**src/sv/pal_pkg.sv**
```systemverilog
// ----------------------------------------------------------------------------
// pal_pkg
// Shared constants for the positional array list: capacity, derived widths
// and command codes.
// ----------------------------------------------------------------------------
package pal_pkg;

  localparam int CAPACITY = 16;
  // slot address width and element count width (count holds CAPACITY itself)
  localparam int AW = (CAPACITY > 1) ? $clog2(CAPACITY) : 1;
  localparam int CW = $clog2(CAPACITY + 1);

  localparam int CMD_W  = 3;
  localparam int POS_W  = 7;
  localparam int DATA_W = 32;

  localparam logic [CMD_W-1:0] CMD_INS_FRONT = 3'd0;
  localparam logic [CMD_W-1:0] CMD_INS_REAR  = 3'd1;
  localparam logic [CMD_W-1:0] CMD_INS_AT    = 3'd2;
  localparam logic [CMD_W-1:0] CMD_DEL_FRONT = 3'd3;
  localparam logic [CMD_W-1:0] CMD_DEL_REAR  = 3'd4;
  localparam logic [CMD_W-1:0] CMD_DEL_AT    = 3'd5;
  localparam logic [CMD_W-1:0] CMD_DUMP      = 3'd6;

endpackage

```
**src/sv/positional_array_list.sv**
```systemverilog
// ----------------------------------------------------------------------------
// positional_array_list
// Ordered list of signed 32-bit words held in one synchronous slot memory,
// with insert/delete at front, rear or index and a dump command.
// ----------------------------------------------------------------------------
//
//  channel | ports                                   | dir | handshake
//  --------+-----------------------------------------+-----+----------------
//  in      | in_cmd, in_item, in_position            | in  | in_valid/in_stall
//  out     | out_ok, out_length, out_elem,           | out | out_valid/out_stall
//          | out_elem_valid, out_last                |     |
//
// Operation: an insert or delete moves each shifted element
//   through the slot memory's single read port (each word is read, then
//   written back in the following cycle).
//   A dump reads each element, then loads it into the output register.
// Reset: rst_n (sync, active low) clears the count and control; slot
//   contents are not cleared, only entries below the count are ever read.
// Stalls: out_stall holds the output register; the sequencer waits for it.
//   in_stall is high whenever a command is in progress.
// ----------------------------------------------------------------------------
module positional_array_list (
  input  logic                               clk,
  input  logic                               rst_n,
  // command item
  input  logic                               in_valid,
  output logic                               in_stall,
  input  logic [pal_pkg::CMD_W-1:0]          in_cmd,
  input  logic signed [pal_pkg::DATA_W-1:0]  in_item,
  input  logic [pal_pkg::POS_W-1:0]          in_position,
  // result item
  output logic                               out_valid,
  input  logic                               out_stall,
  output logic                               out_ok,
  output logic [pal_pkg::POS_W-1:0]          out_length,
  output logic signed [pal_pkg::DATA_W-1:0]  out_elem,
  output logic                               out_elem_valid,
  output logic                               out_last
);

  localparam int AW = pal_pkg::AW;
  localparam int CW = pal_pkg::CW;
  localparam int DW = pal_pkg::DATA_W;

  // sequencer states
  localparam logic [2:0] ST_IDLE    = 3'd0;
  localparam logic [2:0] ST_SHIFT   = 3'd1;
  localparam logic [2:0] ST_RESP    = 3'd2;
  localparam logic [2:0] ST_DUMP_RD = 3'd3;
  localparam logic [2:0] ST_DUMP_WT = 3'd4;

  // --------------------------------------------------------------------------
  // slot memory: one write port, one registered read port
  // --------------------------------------------------------------------------
  logic [DW-1:0] mem [pal_pkg::CAPACITY];
  logic          wr_en;
  logic [AW-1:0] wr_addr;
  logic [DW-1:0] wr_data;
  logic          rd_en;
  logic [AW-1:0] rd_addr;
  logic [DW-1:0] rd_data_r;

  always_ff @(posedge clk) begin
    if (wr_en) begin
      mem[wr_addr] <= wr_data;
    end
    if (rd_en) begin
      rd_data_r <= mem[rd_addr];
    end
  end

  // --------------------------------------------------------------------------
  // control and payload registers
  // --------------------------------------------------------------------------
  logic [2:0]    state_r,    state_nxt;
  logic [CW-1:0] fill_r,     fill_nxt;
  logic          is_ins_r,   is_ins_nxt;   // current op is an insert
  logic          ok_r,       ok_nxt;
  logic [AW-1:0] pos_r,      pos_nxt;      // target slot
  logic [DW-1:0] item_r,     item_nxt;
  logic [AW-1:0] src_r,      src_nxt;      // next slot to read while shifting
  logic [CW-1:0] mv_cnt_r,   mv_cnt_nxt;   // reads left in the shift
  logic          pend_r,     pend_nxt;     // read data waiting to be written
  logic [AW-1:0] pend_addr_r, pend_addr_nxt;
  logic [CW-1:0] idx_r,      idx_nxt;      // dump index

  logic                 out_valid_r,      out_valid_nxt;
  logic                 out_ok_r,         out_ok_nxt;
  logic [CW-1:0]        out_len_r,        out_len_nxt;
  logic [DW-1:0]        out_elem_r,       out_elem_nxt;
  logic                 out_elem_valid_r, out_elem_valid_nxt;
  logic                 out_last_r,       out_last_nxt;

  logic          out_free;
  logic          in_take;

  // command decode on the incoming item
  logic [pal_pkg::POS_W-1:0] fill_ext;
  logic [pal_pkg::POS_W-1:0] tgt_pos;
  logic                      cmd_ins;
  logic                      cmd_del;
  logic                      cmd_ok;

  assign out_free = !out_valid_r || !out_stall;
  assign in_stall = (state_r != ST_IDLE);
  assign in_take  = in_valid && (state_r == ST_IDLE);
  assign fill_ext = pal_pkg::POS_W'(fill_r);

  always_comb begin
    cmd_ins = 1'b0;
    cmd_del = 1'b0;
    tgt_pos = '0;
    case (in_cmd)
      pal_pkg::CMD_INS_FRONT: begin cmd_ins = 1'b1; tgt_pos = '0;          end
      pal_pkg::CMD_INS_REAR:  begin cmd_ins = 1'b1; tgt_pos = fill_ext;    end
      pal_pkg::CMD_INS_AT:    begin cmd_ins = 1'b1; tgt_pos = in_position; end
      pal_pkg::CMD_DEL_FRONT: begin cmd_del = 1'b1; tgt_pos = '0;          end
      pal_pkg::CMD_DEL_REAR:  begin
        cmd_del = 1'b1;
        tgt_pos = fill_ext - pal_pkg::POS_W'(1);
      end
      pal_pkg::CMD_DEL_AT:    begin cmd_del = 1'b1; tgt_pos = in_position; end
      default: begin
        cmd_ins = 1'b0;
        cmd_del = 1'b0;
      end
    endcase
    // full list / index beyond count on insert; empty / out of range on delete
    cmd_ok = (cmd_ins && (fill_r < CW'(pal_pkg::CAPACITY)) && (tgt_pos <= fill_ext)) ||
             (cmd_del && (fill_r != '0) && (tgt_pos < fill_ext));
  end

  // --------------------------------------------------------------------------
  // sequencer
  // --------------------------------------------------------------------------
  always_comb begin
    state_nxt          = state_r;
    fill_nxt           = fill_r;
    is_ins_nxt         = is_ins_r;
    ok_nxt             = ok_r;
    pos_nxt            = pos_r;
    item_nxt           = item_r;
    src_nxt            = src_r;
    mv_cnt_nxt         = mv_cnt_r;
    pend_nxt           = pend_r;
    pend_addr_nxt      = pend_addr_r;
    idx_nxt            = idx_r;
    out_valid_nxt      = out_valid_r && out_stall;
    out_ok_nxt         = out_ok_r;
    out_len_nxt        = out_len_r;
    out_elem_nxt       = out_elem_r;
    out_elem_valid_nxt = out_elem_valid_r;
    out_last_nxt       = out_last_r;
    wr_en              = 1'b0;
    wr_addr            = pend_addr_r;
    wr_data            = rd_data_r;
    rd_en              = 1'b0;
    rd_addr            = src_r;

    case (state_r)
      ST_IDLE: begin
        if (in_take) begin
          is_ins_nxt = cmd_ins;
          ok_nxt     = cmd_ok;
          pos_nxt    = AW'(tgt_pos);
          item_nxt   = in_item;
          pend_nxt   = 1'b0;
          idx_nxt    = '0;
          if (in_cmd == pal_pkg::CMD_DUMP) begin
            ok_nxt    = 1'b1;
            state_nxt = (fill_r == '0) ? ST_RESP : ST_DUMP_RD;
          end else if (cmd_ok) begin
            state_nxt = ST_SHIFT;
            if (cmd_ins) begin
              // move slots fill-1 .. pos one place up, top first
              mv_cnt_nxt = fill_r - CW'(tgt_pos);
              src_nxt    = AW'(fill_r - CW'(1));
            end else begin
              // move slots pos+1 .. fill-1 one place down, bottom first
              mv_cnt_nxt = fill_r - CW'(tgt_pos) - CW'(1);
              src_nxt    = AW'(tgt_pos + pal_pkg::POS_W'(1));
            end
          end else begin
            state_nxt = ST_RESP;
          end
        end
      end

      ST_SHIFT: begin
        // write back the word read last cycle
        if (pend_r) begin
          wr_en    = 1'b1;
          pend_nxt = 1'b0;
        end
        if (mv_cnt_r != '0) begin
          rd_en         = 1'b1;
          pend_nxt      = 1'b1;
          pend_addr_nxt = is_ins_r ? (src_r + AW'(1)) : (src_r - AW'(1));
          src_nxt       = is_ins_r ? (src_r - AW'(1)) : (src_r + AW'(1));
          mv_cnt_nxt    = mv_cnt_r - CW'(1);
        end else if (!pend_r) begin
          if (is_ins_r) begin
            wr_en    = 1'b1;
            wr_addr  = pos_r;
            wr_data  = item_r;
            fill_nxt = fill_r + CW'(1);
          end else begin
            fill_nxt = fill_r - CW'(1);
          end
          state_nxt = ST_RESP;
        end
      end

      ST_RESP: begin
        // single result: plain commands, rejects, dump of an empty list
        if (out_free) begin
          out_valid_nxt      = 1'b1;
          out_ok_nxt         = ok_r;
          out_len_nxt        = fill_r;
          out_elem_nxt       = '0;
          out_elem_valid_nxt = 1'b0;
          out_last_nxt       = 1'b1;
          state_nxt          = ST_IDLE;
        end
      end

      ST_DUMP_RD: begin
        rd_en     = 1'b1;
        rd_addr   = idx_r[AW-1:0];
        state_nxt = ST_DUMP_WT;
      end

      ST_DUMP_WT: begin
        if (out_free) begin
          out_valid_nxt      = 1'b1;
          out_ok_nxt         = 1'b1;
          out_len_nxt        = fill_r;
          out_elem_nxt       = rd_data_r;
          out_elem_valid_nxt = 1'b1;
          out_last_nxt       = (idx_r + CW'(1) == fill_r);
          idx_nxt            = idx_r + CW'(1);
          state_nxt          = (idx_r + CW'(1) == fill_r) ? ST_IDLE : ST_DUMP_RD;
        end
      end

      default: begin
        state_nxt = ST_IDLE;
      end
    endcase
  end

  always_ff @(posedge clk) begin
    if (!rst_n) begin
      state_r     <= ST_IDLE;
      fill_r      <= '0;
      pend_r      <= 1'b0;
      mv_cnt_r    <= '0;
      out_valid_r <= 1'b0;
    end else begin
      state_r     <= state_nxt;
      fill_r      <= fill_nxt;
      pend_r      <= pend_nxt;
      mv_cnt_r    <= mv_cnt_nxt;
      out_valid_r <= out_valid_nxt;
    end
  end

  always_ff @(posedge clk) begin
    is_ins_r         <= is_ins_nxt;
    ok_r             <= ok_nxt;
    pos_r            <= pos_nxt;
    item_r           <= item_nxt;
    src_r            <= src_nxt;
    pend_addr_r      <= pend_addr_nxt;
    idx_r            <= idx_nxt;
    out_ok_r         <= out_ok_nxt;
    out_len_r        <= out_len_nxt;
    out_elem_r       <= out_elem_nxt;
    out_elem_valid_r <= out_elem_valid_nxt;
    out_last_r       <= out_last_nxt;
  end

  assign out_valid      = out_valid_r;
  assign out_ok         = out_ok_r;
  assign out_length     = pal_pkg::POS_W'(out_len_r);
  assign out_elem       = out_elem_r;
  assign out_elem_valid = out_elem_valid_r;
  assign out_last       = out_last_r;

endmodule
```
**config.mk**
```make
export PLATFORM = sky130hd
export DESIGN_NAME = positional_array_list
export DESIGN_NICKNAME = d
export VERILOG_FILES = /design/src/sv/pal_pkg.sv /design/src/sv/positional_array_list.sv
export SDC_FILE = /design/constraint.sdc
export NUM_CORES = 1
export LEC_CHECK = 0
export BUFFER_PORTS_ARGS = -buffer_cell sky130_fd_sc_hd__buf_2
export CORE_MARGIN = 2
export CORE_UTILIZATION = 60
export DETAILED_ROUTE_END_ITERATION = 8
export PLACE_DENSITY_LB_ADDON = 0.05
export SLEW_MARGIN = 5
export SYNTH_ARGS = -nofsm -noshare
export SYNTH_HDL_FRONTEND = slang
export SYNTH_SLANG_ARGS = --single-unit
export TNS_END_PERCENT = 20
```
**constraint.sdc**
```tcl
create_clock -name clk -period 10.9 [get_ports clk]
set_input_delay 1.635 -clock clk [delete_from_list [all_inputs] [get_ports clk]]
set_output_delay 1.635 -clock clk [all_outputs]
set_load 0.005 [all_outputs]
```
## After elaboration in Yosys (flattened, before gate mapping)

Memories as Yosys holds them, arrays and structs flattened. A register that Yosys moved wholly into a read port is not among the register bits.
Index checks and enable logic that the tools add are counted.

- Flip-flop bits (word level): 106
- Latch bits: 0
- RAM bits: 512
- Memory bits (read-only): 0
- Input port bits: 46
- Output and inout port bits: 44
- Word-level logic and storage cells: 147
- Memories: 1

- Add/subtract/negate cells: 10
- Multiply operators: 0
- Divide/modulo/power cells: 0
- Magnitude comparators: 3
- Equal/unequal tests: 19
- Shift operators: 0
- Muxes and demuxes: 63
- Bitwise logic cells: 2
- Reductions and logical operators: 32

Memories:

| memory | depth | width | rd ports | clocked after Yosys merged registers in | write ports | line | RTL |
|---|---|---|---|---|---|---|---|
| mem | 16 | 32 | 1 | 1 | 1 | positional_array_list.sv:55 | `logic [DW-1:0] mem [pal_pkg::CAPACITY];` |

Operators with widths:

| cell | number |
|---|---|
| 32-bit two-way mux | 6 |
| 32-bit case mux with 2 select lines | 1 |
| 4-bit two-way mux | 12 |
| 5-bit two-way mux | 8 |
| 7-bit case mux with 3 select lines | 1 |
| 5-bit case mux with 2 select lines | 2 |
| 1-bit two-way mux | 18 |
| 2-bit inequality test (second input constant) | 8 |
| 3-bit two-way mux | 5 |
| 3-bit case mux with 5 select lines | 1 |
| 5-bit by 1-bit subtractor with 5-bit output (second input constant) | 3 |
| 3-bit by 2-bit == test with 1-bit output (second input constant) | 4 |
| 3-bit == test (second input constant) | 4 |
| 5-bit by 1-bit adder with 5-bit output (second input constant) | 2 |
| 1-bit case mux with 2 select lines | 5 |
| 5-bit AND reduction | 2 |
| 5-bit nonzero test | 2 |
| 3-bit AND reduction | 3 |
| 4-bit by 1-bit adder with 4-bit output (second input constant) | 2 |
| 4-bit case mux with 2 select lines | 1 |
| 2-bit AND reduction | 4 |
| 7-bit by 5-bit <= comparator with 1-bit output | 1 |
| 7-bit by 5-bit < comparator with 1-bit output | 1 |
| 3-bit by 1-bit == test with 1-bit output (second input constant) | 2 |
| other kinds (16) | 31 |

## Longest topological paths before layout

Gate-level depths: netlist of run 1.

- Depth after elaboration: 10
- Mapped depth: 16
- Gate-level depth less buffers: 15

## Worst setup path before layout of run 1

No wires, ideal clock.

- Kind: input -> register
- Start: in in_cmd[2] (netlist name)
- End: reg mv_cnt_r[4]
- Setup time: 0.117 ns
- Arrival: 4.195 ns
- Required time: 10.783 ns
- Setup slack: 6.587 ns
- Cell stages on the path: 15
- Path buffers: 1
- Cell sequence: buf_2 nor3b_1 and2_1 nor2_1 inv_1 ha_1 inv_1 fa_1 inv_1 ha_1 nand2_1 nor2_1 a211oi_1 and3b_1 a32o_1

- Longest elaborated chain between the ends: 10
- Elaborated cells between the ends (all ways): 30
- Classes of those cells: add/sub (2); order compare (2); eq/ne (8); mux (8); reduce/logical (10)

RTL lines:

| element | line | RTL |
|---|---|---|
| start: declaration | positional_array_list.sv:28 | `input logic [pal_pkg::CMD_W-1:0] in_cmd,` |
| 3-bit == test / 3-bit by 2-bit == test with 1-bit output (equally long branches) | positional_array_list.sv:113 | `case (in_cmd)` |
| 2-bit OR reduction (no source line) | n/a |  |
| 7-bit case mux with 3 select lines (*) | positional_array_list.sv:113 |  |
| via tgt_pos (one bit) | positional_array_list.sv:99 | `logic [pal_pkg::POS_W-1:0] tgt_pos;` |
| 5-bit subtractor | positional_array_list.sv:176, positional_array_list.sv:180 |  |
| 5-bit by 1-bit subtractor with 5-bit output | positional_array_list.sv:180 | `mv_cnt_nxt = fill_r - CW'(tgt_pos) - CW'(1);` |
| 5-bit two-way mux | positional_array_list.sv:174 | `if (cmd_ins) begin` |
| 5-bit two-way mux | positional_array_list.sv:172 | `end else if (cmd_ok) begin` |
| 5-bit two-way mux | positional_array_list.sv:169 | `if (in_cmd == pal_pkg::CMD_DUMP) begin` |
| 5-bit two-way mux | positional_array_list.sv:162 | `if (in_take) begin` |
| 5-bit case mux with 2 select lines | positional_array_list.sv:160 | `case (state_r)` |
| end signal: assignment | positional_array_list.sv:263 | `mv_cnt_r <= mv_cnt_nxt;` |
| end: declaration | positional_array_list.sv:82 | `logic [CW-1:0] mv_cnt_r, mv_cnt_nxt;` |

Mark *: on every way through the listed nets, which the timed path passes. The rest lies on a longest branch. The select of a mux whose other input is x is not followed.
A chain may end at the register's enable or synchronous reset.

## Worst setup path in the final report of run 1

- Start: reg state_r[2]
- End: reg rd_data_r[25], read port of mem, data pin

- Longest elaborated chain between the ends: 2
- Elaborated cells between the ends (all ways): 4
- Classes of those cells: eq/ne (2); mux (2)

RTL lines:

| element | line | RTL |
|---|---|---|
| start: declaration | positional_array_list.sv:75 | `logic [2:0] state_r, state_nxt;` |
| start signal: assignment | positional_array_list.sv:260 | `state_r <= state_nxt;` |
| 3-bit by 2-bit == test with 1-bit output / 3-bit by 1-bit == test with 1-bit output (equally long branches) | positional_array_list.sv:160 |  |
| 1-bit case mux with 2 select lines / 4-bit two-way mux (equally long branches) | positional_array_list.sv:160 |  |
| end: declaration | positional_array_list.sv:61 | `logic [DW-1:0] rd_data_r;` |

Parallel ways exist; a longest one is shown, timed or not.

==> qor.csv, run 1 <==
metric,value,unit
CP Class,reg -> reg,
final setup violation count,0,
DIE WIDTH,210.9,µm
Clock Power Share,41.5,%
CP Cell Sequence,buf_4 -> nand3b_4 -> mux2i_4 -> buf_4 -> buf_4 -> mux4_2 -> a22oi_1 -> nand2_1,
GRT Util Overall,26.20,%
largest net degree at the start of global routing,73,
min Tclk post-route,4.692,ns
"Largest stage delay, worst path",0.83,ns
share of the synthesized area in the top cell type,74.27,%
outcome,"complete, no violations",
simple-gate share of the synthesized area,4.079,%
"Seq/Total Area, Yosys",75.44,%
warnings from Yosys,0,
Post-synth EDFFs,635,
Slowest cell on crit path,mux2i_4,
CTS Buf Count,66,
LEAKAGE,9.713,nW
post-cts resize count,0,
Finished Cell Area,0.02897,mm²
Clock Skew,0.01908,ns
multiplexer share of the synthesized area,13.23,%
Async SR Flop Fraction,0,%
Clock Path Buffers,3,
RSZ-0062 raised after global routing,no,
NetSw,1.062,mW
Gate Count Post-Synth,1316,
final period utilization,43.05,%
hpwl dp,29500,µm
Post-CTS Setup Bufs,0,
maximum vdd drop,147.9,µV
Sw Ratio,20.53,%
Synth area leader,edfxtp_1,
most frequent cells in the layout,"edfxtp_1 (635), mux4_2 (128), buf_2 (87), clkbuf_16 (69), a22oi_1 (66)",
Iteration-0 DRC Markers,1485,
final WL,56290,µm
synth top area cells,"edfxtp_1 (74%), mux4_2 (11%), a22oi_1 (1.9%)",
XOR/XNOR share of the synthesized area,0.9211,%
Die H,210.9,µm
hold buffer count at cts,0,
slew margin rel.,27.11,%
htree depth,3,
CTS Root Cell,clkbuf_16,
Setup crit start kind,flip-flop,
met3 WL,4229,µm
synthesized area per cell,19.51,µm²
drt via density,6.433,
max_cap viols,0,
fraction of layout instances using a drive strength above 1,26.95,%
Reg2Reg Setup Slack,6.21,ns
Die ar.,0.04446,mm²
Core ar.,0.04213,mm²
Max Fclk,213.1,MHz
Reg power frac,53.8,%
row cnt,75,
Top Layer Used,met4,
"commonest non-fill, non-tap cell in the layout",edfxtp_1,
Final Hold Viols,0,
pre-CTS setup slack,6.046,ns
"Reg clk slew, reported paths",0.06,ns
Ports,90,
Final Max Slew Viols,0,
crit path capture type,flip-flop,
Crit Path Max Fanout,41,
drt drc,0,
DR pass1 iterations,7,
Slew @ Worst Pin,1.093,ns
initial antenna violation count,1,
Gate power share,4.8,%
post-synthesis adder-cell area fraction,0.9552,%
Post-DRT Antenna Nets,0,
Synth Cell Area,0.02567,mm²
Area Overhead vs Synth,12.83,%
crit-path most repeated cell,buf_4,
top_reg_cell synth,edfxtp_1,
PwrDens,178.5,mW/mm²
largest family of logic cells by synthesized area,multiplexers,
Placer Congestion,0.8574,
Avg WL per Cell,27.81,µm
synthesized flop and latch total,650,
clock latency on the worst-skew pair,0.58,ns
worst hold path class,reg -> reg,
crit path DAT,5.01,ns
Final #Nets,1501,
Port Buf Inserts,87,
Synth Area in Compound Gates,3.757,%
sum of negative setup slack,0,ns
first-pass GRT wire length,83150,µm
final worst slack,6.208,ns
vias in the first global route,13050,
met2 wire len,27270,µm
Initial Utilization,60.94,%
grt ovf,0,
Metal-1 WL,23330,µm
WP data required,11.22,ns
Synth cell types,54,
CTS tree,done,
Fillers,2706,
vias,13020,
CTS Sinks,650,
Post-Place Cell Area,0.02693,mm²
Internal,4.108,mW
-- final timing paths --
path | startpoint | cells past startpoint | end
setup / recovery | state_r[2] | 8 | rd_data_r[25]
hold / removal | mv_cnt_r[1] | 2 | mv_cnt_r[1]
hold reg to reg | mv_cnt_r[1] | 2 | mv_cnt_r[1]
setup reg to reg | state_r[2] | 8 | rd_data_r[25]
-- power groups by stage --
stage,sequential [mW],combinational (mW),clock [mW]
after floorplan,2.82,0.166,0
after global routing,2.78,0.269,2.26
after global placement,2.83,0.244,0
after CTS,2.78,0.249,2.17
after detailed placement,2.83,0.248,0
final,2.78,0.247,2.14
-- worst max-delay path, delay by kind of cell (launching register included) --
kind | cells | cell delay [ns]
compound gates | 1 | 0.25
buf+inv | 3 | 1.97
flops | 1 | 0.30
mux | 2 | 1.42
simple gates | 2 | 0.41
-- metal layers --
layer | global-route usage [%] | up-vias
met5 | 0 | -
met4 | 7.965 | 0
met2 | 41.42 | 522
met1 | 38.23 | 6791
li1 | - | 5599
met3 | 4.609 | 108
-- cell families (layout without fill, tap and decap cells) --
family / Yosys count / in the layout
xor+xnor: 27 / 27
compound gates: 140 / 140
flops: 650 / 650
fa+ha+maj: 19 / 19
simple gates: 206 / 206
mux: 175 / 175
other cells: 1 / 3
buf+inv: 98 / 265
-- sequential cells by signal, indices dropped and copies added (netlist names), 4 cells and up --
register,count
idx_r,5
mv_cnt_r,5
mem,512
out_elem,32
item_r,32
fill_r,5
pend_addr_r,4
src_r,4
out_len_r,5
pos_r,4
rd_data_r,32
-- cell type report --
class	instances	area [µm²]	share of cell area, %
Clock buffer	84	1783	6.155
Timing Repair Buffer	119	675.6	2.332
Sequential cell	650	19370	66.86
Inverter	30	112.6	0.3887
Tap cell	539	674.4	2.328
Multi-Input combinational cell	569	6096	21.04
Clock inverter	32	255.2	0.8811
Antenna cell	1	2.502	0.008639
-- synthesized netlist by cell type (all sizes together) (18+ instances only) --
cell type and n:
edfxtp 635, mux4 128, a22oi 66, nand2 57, nor2 48, and3 38
buf 37, mux2 34, clkbuf 31, inv 30, a21oi 25, xnor2 19
ha 18
-- through the flow --
| stage | std cells | util [%] | hold slack (ns) | total power [mW] |
|---|---|---|---|---|
| finish | 2024 | 68.75 | 0.5033 | 5.170 |
| global route | 2024 | 68.75 | 0.5257 | 5.316 |
| CTS | 2023 | 68.75 | 0.5016 | 5.203 |
| detailed placement | 1907 | 63.91 | 0.4903 | 3.080 |
| global placement | 1907 | 63.91 | 0.4819 | 3.076 |
| floorplan | 1317 | - | 0.4064 | 2.990 |
(Power assumes the default switching activity.)
==> inputs of run 2 (changes only) <==
clock period = 4.86 ns   (was 10.9 ns; I/O delays follow)
==> run 2 against run 1 <==
Net effect: flip-flop and latch count unchanged; die area unchanged; count of clock-buffer cells in the layout down 2; hold slack worse by 0.23 ns; via count down 0.49%; sequential share of layout area down 0.24 points; first-iteration DRC count down 5.7%; cell count up 0.40%; clock skew down 0.0069 ns; utilization up 0.24 points; non-clock buffer count up 10; setup slack worse by 5.1 ns; critical path type unchanged; largest cell class unchanged; highest routed layer unchanged.
==> qor.csv, run 2 (synthesis results as in run 1) <==
metric,value,unit
Slew @ Worst Pin,1.316,ns
"commonest non-fill, non-tap cell in the layout",edfxtp_1,
Reg2Reg Setup Slack,1.14,ns
Iteration-0 DRC Markers,1400,
CP Cell Sequence,inv_1 -> ha_1 -> and3_1 -> nor2_1 -> o21ai_0 -> o21a_1 -> o21ai_0 -> ha_1 -> and3_1 -> a211oi_1 -> a21o_1 -> and3_1 -> nor2_1 -> inv_1,
Max Fclk,268.6,MHz
CP Class,reg -> reg,
Final #Nets,1505,
grt ovf,0,
WP data required,5.18,ns
Ports,90,
Setup crit start kind,flip-flop,
DIE WIDTH,210.9,µm
placed insts,1917,
Final Max Slew Viols,0,
Fillers,2681,
first-pass GRT wire length,84840,µm
crit-path most repeated cell,and3_1,
largest net degree at the start of global routing,41,
outcome,"complete, no violations",
CTS Buf Count,60,
Avg WL per Cell,28.01,µm
Crit Path Max Fanout,10,
Die H,210.9,µm
"Reg clk slew, reported paths",0.06,ns
maximum vdd drop,326.0,µV
Clock Skew,0.01218,ns
Post-CTS Setup Bufs,0,
vias in the first global route,13040,
Area Overhead vs Synth,13.23,%
Port Buf Inserts,87,
Clock Path Buffers,3,
slew margin rel.,10.37,%
final worst slack,1.136,ns
final WL,56910,µm
max FFs per register,512,
Core ar.,0.04213,mm²
RSZ-0062 raised after global routing,no,
Slowest cell on crit path,dfxtp_1,
Top reg by flops,mem,
Placer Congestion,0.8313,
Die ar.,0.04446,mm²
vias,12960,
hold buffer count at cts,0,
Hold Slack,0.2742,ns
Final Hold Viols,0,
LEAKAGE,9.744,nW
Post-DRT Antenna Nets,0,
final setup violation count,0,
Initial Utilization,60.94,%
min Tclk post-route,3.724,ns
clock latency on the worst-skew pair,0.63,ns
"Largest stage delay, worst path",0.58,ns
drt drc,0,
GRT Util Overall,26.63,%
CTS tree,done,
htree depth,2,
fin cells,2032,
post-cts resize count,0,
initial antenna violation count,2,
most frequent cells in the layout,"edfxtp_1 (635), mux4_2 (128), buf_2 (87), a22oi_1 (66), clkbuf_16 (61)",
pre-CTS setup slack,1.102,ns
CTS Sinks,650,
drt via density,6.376,
Pwr Total,11.34,mW
final period utilization,76.62,%
crit path capture type,flip-flop,
hpwl dp,31680,µm
crit path DAT,4.05,ns
CTS Root Cell,clkbuf_16,
max_cap viols,0,
DR pass1 iterations,5,
worst hold path class,in -> reg,
sum of negative setup slack,0,ns
fraction of layout instances using a drive strength above 1,27.41,%
row cnt,75,
PwrDens,390.0,mW/mm²
run 2: cell types whose count changed in the layout (fill, tap and decap cells not counted), moves of 3 or more:
cell,change
buf_12,+14
clkbuf_16,-8
clkinv_2,+5
buf_4,-4
clkinv_1,-4
clkbuf_1,+3
clkbuf_8,+3
run 2: path summary, 6_finish.rpt:
kind	start	end	cells past startpoint
hold / removal	in_item[21]	item_r[21]	1
setup / recovery	fill_r[0]	src_r[2]	14
hold reg to reg	mv_cnt_r[1]	mv_cnt_r[1]	2
setup reg to reg	fill_r[0]	src_r[2]	14
run 2: critical path: cells and delay by family (launching register included):
family | cells | cell delay (ns)
AO/OA/AOI/OAI | 5 | 0.86
AND/OR/NAND/NOR | 5 | 0.89
adder cells (fa/ha/maj) | 2 | 0.69
flip-flops | 1 | 0.58
buffers and inverters | 2 | 0.40
run 2: final cells by class:
| class | instances | area, µm² | area share [%] |
|---|---|---|---|
| sequential | 650 | 19370 | 66.63 |
| multi-input combinational | 569 | 6096 | 20.97 |
| clock buffer | 82 | 1635 | 5.625 |
| timing repair buffer | 129 | 925.9 | 3.185 |
| tap | 539 | 674.4 | 2.320 |
| clock inverter | 32 | 255.2 | 0.8780 |
| inverter | 30 | 112.6 | 0.3874 |
| antenna | 1 | 2.502 | 0.008608 |
run 2: power by group:
part | switching, mW | internal (mW)
combinational | 0.342 | 0.225
clock | 2.02 | 2.52
sequential | 0.0436 | 6.19
total | 2.40 | 8.93
run 2: routing by layer:
metal	wire (µm)	global-route usage [%]
met5	0	0
met2	27430	42.29
met3	4079	3.880
met1	24120	39.50
met4	1279	7.479
run 2: stage by stage:
step | util, % | instance area, µm²
finish | 68.99 | 29070
global placement | 64.50 | 27180
floorplan | - | 25680
CTS | 68.99 | 29070
global route | 68.99 | 29070
detailed placement | 64.50 | 27180
==> inputs of run 3 (changes only) <==
ABC_AREA = 1   (was not set)
CORE_UTILIZATION = 56   (was 60)
clock period = 3 ns   (was 4.86 ns; I/O delays follow)
==> run 3 against run 2 <==
Net effect: global-route usage rose by 0.41 points; sequential share of layout area fell by 2.6 points; flip-flop and latch count did not move; wire length rose by 13%; largest cell class unchanged; critical path depth fell by 5; hold slack got worse by 0.25 ns.
==> qor.csv, run 3 <==
metric,value,unit
outcome,"complete, no violations",
htree depth,3,
min Tclk post-route,2.789,ns
Slowest cell on crit path,a21oi_1,
row cnt,79,
Synth Cell Area,0.02623,mm²
Initial Utilization,56.58,%
WP data required,3.24,ns
drt via density,5.999,
Final #Nets,2189,
DIE WIDTH,220.4,µm
share of the synthesized area in the top cell type,72.70,%
largest net degree at the start of global routing,105,
initial antenna violation count,0,
clock latency on the worst-skew pair,0.60,ns
RSZ-0062 raised after global routing,yes,
Internal,15.41,mW
Top Layer Used,met4,
top_reg_cell synth,edfxtp_1,
CTS Root Cell,clkbuf_16,
Gate Count Post-Synth,2007,
Die ar.,0.04858,mm²
Setup crit start kind,flip-flop,
Clock Path Buffers,3,
Post-Place Cell Area,0.02803,mm²
Top reg by flops,mem,
CP Cell Sequence,inv_1 -> ha_1 -> nand3_1 -> nor2_1 -> inv_1 -> nor2_8 -> nand3_4 -> buf_12 -> a21oi_1,
"CP delay by family, top",compound AO/OA/AOI/OAI gates,
Port Buf Inserts,87,
Ports,90,
synth top area cells,"edfxtp_1 (73%), nor2_1 (5.4%), o21ai_0 (5.0%)",
Area Overhead vs Synth,15.39,%
CTS Buf Count,68,
Post-DRT Antenna Nets,0,
met2 wire len,31480,µm
first-pass GRT wire length,96620,µm
CP Class,reg -> reg,
LEAKAGE,10.41,nW
Avg WL per Cell,23.20,µm
final period utilization,92.96,%
hpwl dp,34880,µm
Crit Path Max Fanout,29,
Bufs and invs on worst path,3,
Max Fclk,358.6,MHz
Placer Congestion,0.8541,
GRT Util Overall,27.04,%
grt ovf,0,
"Largest stage delay, worst path",0.90,ns
Async SR Flop Fraction,0,%
Reg power frac,51.1,%
synthesized flop and latch total,650,
vias,16680,
Synth area leader,edfxtp_1,
Finished Cell Area,0.03026,mm²
max FFs per register,512,
maximum vdd drop,531.5,µV
Core ar.,0.04636,mm²
final WL,64500,µm
final setup violation count,0,
top-count cell post-synth,edfxtp_1,
Final Hold Viols,0,
"commonest non-fill, non-tap cell in the layout",edfxtp_1,
Clock Skew,0.02020,ns
Sw Ratio,24.10,%
NetSw,4.892,mW
DR pass1 iterations,5,
worst hold path class,in -> reg,
Final Max Slew Viols,0,
slew margin rel.,24.58,%
Post-synth EDFFs,635,
"Reg clk slew, reported paths",0.06,ns
Antenna Cells,0,
final core occ,65.28,%
CTS Sinks,650,
Synth cell types,43,
drt drc,0,
Iteration-0 DRC Markers,1710,
synthesized area per cell,13.07,µm²
"Seq/Total Area, Yosys",73.85,%
vias in the first global route,16400,
Die H,220.4,µm
met3 WL,3957,µm
fraction of layout instances using a drive strength above 1,15.00,%
Post-synth top cells,"edfxtp_1 (635), nor2_1 (376), o21ai_0 (264), o221ai_1 (128), nand2_1 (126)",
crit path capture type,flip-flop,
Gate power share,10.4,%
Clock Power Share,38.4,%
PwrDens,670.7,mW/mm²
max_cap viols,0,
crit-path most repeated cell,inv_1,
crit path DAT,3.03,ns
warnings from Yosys,0,
most frequent cells in the layout,"edfxtp_1 (635), nor2_1 (359), o21ai_0 (263), o221ai_1 (128), nand2_1 (125)",
Slew @ Worst Pin,1.131,ns
CTS tree,done,
Metal-1 WL,27320,µm
[run 3: cell types whose count changed in the layout (fill, tap and decap cells not counted), moves of 21 or more]
cell,before,now
nor2_1,26,359
mux2_2,34,0
mux4_2,128,0
nand3_1,14,90
buf_12,14,35
nand2_1,56,125
inv_1,29,87
and3_1,38,0
a22oi_1,66,1
o221ai_1,1,128
a21oi_2,0,21
o21ai_0,11,263
[run 3: worst register-to-register path, stage by stage, from the launching register on]
cell and delay [ns]:
dfxtp_1 0.31, inv_1 0.10, ha_1 0.19, nand3_1 0.13, nor2_1 0.12, inv_1 0.11
nor2_8 0.13, nand3_4 0.18, buf_12 0.25, a21oi_1 0.92
[run 3: power by group through the flow]
stage          Sequential (mW)  Combinational (mW)  Clock (mW)
3_3_place_gp              10.6                2.05           0
4_1_cts                   10.4                2.11        7.92
5_1_grt                   10.4                2.35        8.28
6_report                  10.4                2.12        7.80
2_1_floorplan             10.6                1.29           0
3_5_place_dp              10.6                2.09           0
[run 3: layer usage]
layer,vias to the layer above,track usage (%)
li1,7625,-
met1,8348,37.26
met2,594,44.56
met3,110,3.381
met4,0,10.11
met5,-,0
[run 3: what timing repair did]
item	CTS	global route
setup buffers	0	0
hold endpoints to repair	10	0
hold buffers	10	0
setup endpoints to repair	0	255
resized for setup	0	21
[run 3: final timing paths]
kind,start,endpoint,slack (ns),depth (start not counted)
max,mv_cnt_r[0],mem[10][22],0.21,9
min reg2reg,ok_r,out_ok,0.53,1
max reg2reg,mv_cnt_r[0],mem[10][22],0.21,9
min,in_item[11],item_r[11],0.03,1
[run 3: kinds of logic (layout without fill, tap and decap cells)]
kind of cell             Yosys count  count (layout)  share of synthesized area (%)
AO/OA/AOI/OAI                    478             478                          11.21
XOR/XNOR                          21              21                         0.7012
adder cells (fa/ha/maj)           19              19                         0.9350
buffers and inverters            225             390                          3.592
flip-flops                       650             650                          73.85
multiplexers                       2               2                        0.07633
other                              1               2                        0.01430
AND/OR/NAND/NOR                  611             611                          9.627
[run 3: final cells by class]
type / instances / area (µm²)
Fill cell: 3386 / 16090
Inverter: 101 / 386.6
Clock inverter: 32 / 236.5
Sequential cell: 650 / 19370
Clock buffer: 87 / 1815
Tap cell: 607 / 759.5
Multi-Input combinational cell: 1133 / 6176
Timing Repair Buffer: 170 / 1521
[run 3: through the flow]
| step | instances | power [mW] | TNS [ns] | setup slack [ns] | hold slack, ns |
|---|---|---|---|---|---|
| floorplan | 2008 | 11.85 | -160.17 | -0.3001 | 0.4064 |
| global placement | 2651 | 12.61 | 0 | 0.1171 | 0.5088 |
| detailed placement | 2651 | 12.66 | 0 | 0.07405 | 0.5144 |
| CTS | 2780 | 20.42 | 0 | 0.1268 | 0.0007117 |
| global route | 2780 | 21.02 | -0.1598 | -0.1027 | 0.01380 |
| finish | 2780 | 20.30 | 0 | 0.2112 | 0.02561 |
